File: src/rtl/oaht_pkg.sv
`default_nettype none

package oaht_pkg;

  localparam int KIND_W   = 2;
  localparam int KEY_W    = 32;
  localparam int VALUE_W  = 32;
  localparam int INDEX_W  = 8;
  localparam int STATUS_W = 2;
  localparam int SLOT_W   = 8;
  localparam int SIZE_W   = 9;

  localparam logic [SIZE_W-1:0] SIZE_RESET = 9'd256;

  localparam int DEF_TABLE_DEPTH = 256;
  localparam int DEF_KEY_BITS    = 32;
  localparam int DEF_VALUE_BITS  = 32;

  localparam logic [KIND_W-1:0] KIND_FIND   = 2'd0;
  localparam logic [KIND_W-1:0] KIND_ADD    = 2'd1;
  localparam logic [KIND_W-1:0] KIND_DELETE = 2'd2;

  localparam logic [STATUS_W-1:0] STATUS_DONE  = 2'd0;
  localparam logic [STATUS_W-1:0] STATUS_FULL  = 2'd1;
  localparam logic [STATUS_W-1:0] STATUS_RANGE = 2'd2;

  typedef enum logic [1:0] {
    MARK_EMPTY   = 2'd0,
    MARK_USED    = 2'd1,
    MARK_DELETED = 2'd2
  } mark_t;

  typedef enum logic [2:0] {
    ST_CLEAR,
    ST_IDLE,
    ST_CHECK,
    ST_READ,
    ST_EVAL,
    ST_FINISH
  } state_t;

  typedef struct packed {
    logic clr;
    logic load;
    logic rd;
    logic eval;
    logic finish;
  } dp_cmd_t;

  typedef struct packed {
    logic clr_last;
    logic range_err;
    logic probe_done;
    logic out_free;
  } dp_status_t;

endpackage

`default_nettype wire

File: src/rtl/oaht_ctrl.sv
`default_nettype none

module oaht_ctrl (
  input  logic                 clk,
  input  logic                 rst,
  input  logic                 in_valid,
  output logic                 in_stall,
  output oaht_pkg::dp_cmd_t    cmd,
  input  oaht_pkg::dp_status_t stat
);
  import oaht_pkg::*;

  state_t state;
  state_t state_next;

  always_ff @(posedge clk) begin
    if (rst) begin
      state <= ST_CLEAR;
    end else begin
      state <= state_next;
    end
  end

  always_comb begin
    state_next = state;
    cmd        = '0;
    in_stall   = 1'b1;
    case (state)
      ST_CLEAR: begin
        cmd.clr = 1'b1;
        if (stat.clr_last) begin
          state_next = ST_IDLE;
        end
      end
      ST_IDLE: begin
        in_stall = 1'b0;
        if (in_valid) begin
          cmd.load   = 1'b1;
          state_next = ST_CHECK;
        end
      end
      ST_CHECK: begin
        state_next = stat.range_err ? ST_FINISH : ST_READ;
      end
      ST_READ: begin
        cmd.rd     = 1'b1;
        state_next = ST_EVAL;
      end
      ST_EVAL: begin
        cmd.eval   = 1'b1;
        state_next = stat.probe_done ? ST_FINISH : ST_READ;
      end
      ST_FINISH: begin
        if (stat.out_free) begin
          cmd.finish = 1'b1;
          state_next = ST_IDLE;
        end
      end
      default: begin
        state_next = ST_IDLE;
      end
    endcase
  end

endmodule

`default_nettype wire

File: config.mk
export PLATFORM = sky130hd
export DESIGN_NAME = oaht_ctrl
export DESIGN_NICKNAME = d
export VERILOG_FILES = /design/src/rtl/oaht_pkg.sv /design/src/rtl/oaht_ctrl.sv
export SDC_FILE = /design/constraint.sdc
export NUM_CORES = 1
export LEC_CHECK = 0
export BUFFER_PORTS_ARGS = -buffer_cell sky130_fd_sc_hd__clkbuf_2
export CAP_MARGIN = 20
export CORE_AREA = 5 5 42 44
export DETAILED_ROUTE_END_ITERATION = 10
export DIE_AREA = 0 0 47 49
export PLACE_DENSITY = 0.43
export SYNTH_ARGS = -nofsm -noshare
export SYNTH_HDL_FRONTEND = slang
export SYNTH_SLANG_ARGS = --single-unit
export TNS_END_PERCENT = 1
File: constraint.sdc
create_clock -name clk -period 1.8 [get_ports clk]
set_input_delay 0.36 -clock clk [delete_from_list [all_inputs] [get_ports clk]]
set_output_delay 0.36 -clock clk [all_outputs]
set_load 0.05 [all_outputs]
==> summary.txt <==
STA
  – Tmin final: 1.66 ns
  – Number of setup violations in the final report: 0
  – Final hold violation count: 0
  – Final period utilization: 0.922
  – Slew of the pin with the lowest slew margin: ~0.33 ns
  – Slew HR: 0.778
  – Max Fclk: 603 MHz
  – Pins over their slew limit: 0
  – RSZ-0062 raised after global routing: no
  – Post-Route Skew: 0.00375 ns

Route
  – Vias per inst: approximately 4.2
  – Detailed Route WL: 564 µm
  – Routed len/inst: around 10 µm
  – DRC: 0
  – Drt pass-1 iters: 2
  – DR vias: 230
  – Initial DRC Count: 3
  – Post-DRT Antenna Nets: 0

Run
  – Number of max-cap violations: 0

Clocking
  – Post_cts resized: 0
  – # H-tree levels: 1
  – Clock Latency Late Sink: roughly 0.23 ns
  – CTS clock-pin slew for the worst setup and hold paths: 0.04 ns
  – Clock sink total: 3
  – Post-CTS Hold Buffers: 0
  – CTS Buffer Depth: 2
  – Setup repair bufs after CTS: 0
  – Total CTS buffers: 3
  – CTS tree: done
  – Clock root buffer master: clkbuf_4

Global routing
  – Total GRT Usage: 0.0620
  – Vias in the first global route: 232
  – First-pass GRT wire length: 931 µm
  – Total grt overflow: 0
  – Largest net degree at the start of global routing: 13
  – Initial antenna violation count: 0

Worst setup path
  – Data arrival time of the worst path: 1.30 ns
  – Worst-path fanout max: 12
  – Req. time, crit path: 1.44 ns
  – Worst setup EP type: output pin
  – Critical path launch point type: register
  – R2R Path Start: state[2]
  – Worst setup path startpoint: state[0]
  – CP Class: reg -> out

Layout
  – # fillers: 168
  – Top flop regs: state (3)
  – Reg with most FFs: state
  – Nets@finish: 47
  – Final core utilization: 0.211
  – Final instance area: 295 µm²
  – Layout area overhead: 50.3%
  – Diode count: 0
  – Share of layout cells above drive strength 1: 0.462
  – Max reg flops: 3

Min path
  – Hold_sp: rst
  – Worst hold-check path type: in -> reg

Synthesis
  – Post-synthesis sequential area ratio: 0.306
  – Area of the mapped netlist: 196 µm²
  – Syn_nets: 32
  – Cells after Synth: 25
  – Area contributors post-synth: dfxtp_1 (31%), nor3b_1 (7.6%), and4bb_2 (6.4%), or3_1 (6.4%), nor2_1 (5.7%)
  – Distinct cells, synth: 18
  – Ys Warns: 0
  – Yosys top cell by area: dfxtp_1
  – Seq cells post-synth: 3
  – Syn avg cell area: about 8 µm²
  – Synth top area share: 0.306

Placed design
  – GP Congestion: 0.647
  – Cell Area, Placed: 269 µm²
  – Port Buffer Count: 12
  – Post-DP HPWL: 455 µm

Floorplanning
  – Area of the core: approximately 1400 µm²
  – Die ar.: 2300 µm²
  – # IOs: 13
  – Cell row count: 14
  – Initial Util: 0.140
  – Die X: 47 µm
  – Die height: 49 µm

Power
  – Max VDD drop: around 0.00021 V
  – Power per cell area: 929 nW/µm²
  – Leakage power: 0.131 nW

Status
  – Status: finished, final reports clean
[layout by cell type, fill, tap and decap left out, drive strengths merged]
cell type  count
nor2           3
nor3b          2
and4           1
a21oi          2
o2111ai        1
clkbuf        16
nor3           1
dfxtp          3
nand3b         1
a211oi         1
o21ai          1
inv            2
or3            2
nand2          1
nor4b          1
and4bb         1
[through the flow]
stage	setup WS [ns]	std cells	power [mW]	hold slack (ns)	setup TNS [ns]
final	0.140	55	0.274	0.324	0
after CTS	0.124	55	0.282	0.324	0
after floorplan	-0.196	25	0.141	0.429	-0.287
after detailed placement	0.376	51	0.159	0.574	0
after global routing	0.0367	55	0.293	0.346	0
after global placement	0.388	51	0.159	0.562	0
[cells in the mapped netlist]
master and instances:
a211oi_1 1, a21oi_1 2, and4_1 1, and4bb_2 1
buf_2 1, buf_4 1, dfxtp_1 3, inv_1 1
inv_2 1, nand2_1 1, nand3b_1 1, nor2_1 3
nor3_1 1, nor3b_1 2, nor4b_1 1, o2111ai_1 1
o21ai_0 1, or3_1 2
[power by group]
group          switching [mW]  internal, mW
logic                  0.0511        0.0231
clock network          0.0344        0.0831
registers              0.0110        0.0718
total                  0.0965         0.178
[routing by layer]
layer,up-vias,track usage,share of wire
met4,0,0.0691,0.018
met3,2,0.0406,0.098
met2,7,0.0792,0.50
met1,102,0.0593,0.38
li1,119,-,-
met5,-,0,0
[kinds of logic (layout without fill, tap and decap cells)]
logic type / after synthesis / count (layout) / synth area share
buf+inv: 4 / 18 / 0.102
flops: 3 / 3 / 0.306
simple gates: 13 / 13 / 0.433
compound gates: 5 / 5 / 0.159
[area by class of cell]
| cell class | instances | area, µm² | share of cell area |
|---|---|---|---|
| flip-flops and latches | 3 | 60.1 | 0.203 |
| repair buffers | 12 | 60.1 | 0.203 |
| clock buffers | 4 | 26.3 | 0.0890 |
| well taps | 16 | 20.0 | 0.0678 |
| multi-input cells | 18 | 121 | 0.411 |
| inverters | 2 | 7.51 | 0.0254 |
[worst paths after layout]
path	end	slack (ns)	depth (start not counted)
setup / recovery	cmd[3]	0.14	2
hold / removal	state[1]	0.32	2
setup reg to reg	state[1]	0.67	3
hold reg to reg	state[2]	0.59	2
[worst max-delay path, stage by stage, from the launching register on]
cell and delay, ns:
dfxtp_1 0.51, and4bb_2 0.29, clkbuf_2 0.27
Note: power is estimated with default switching activity, not from simulation.
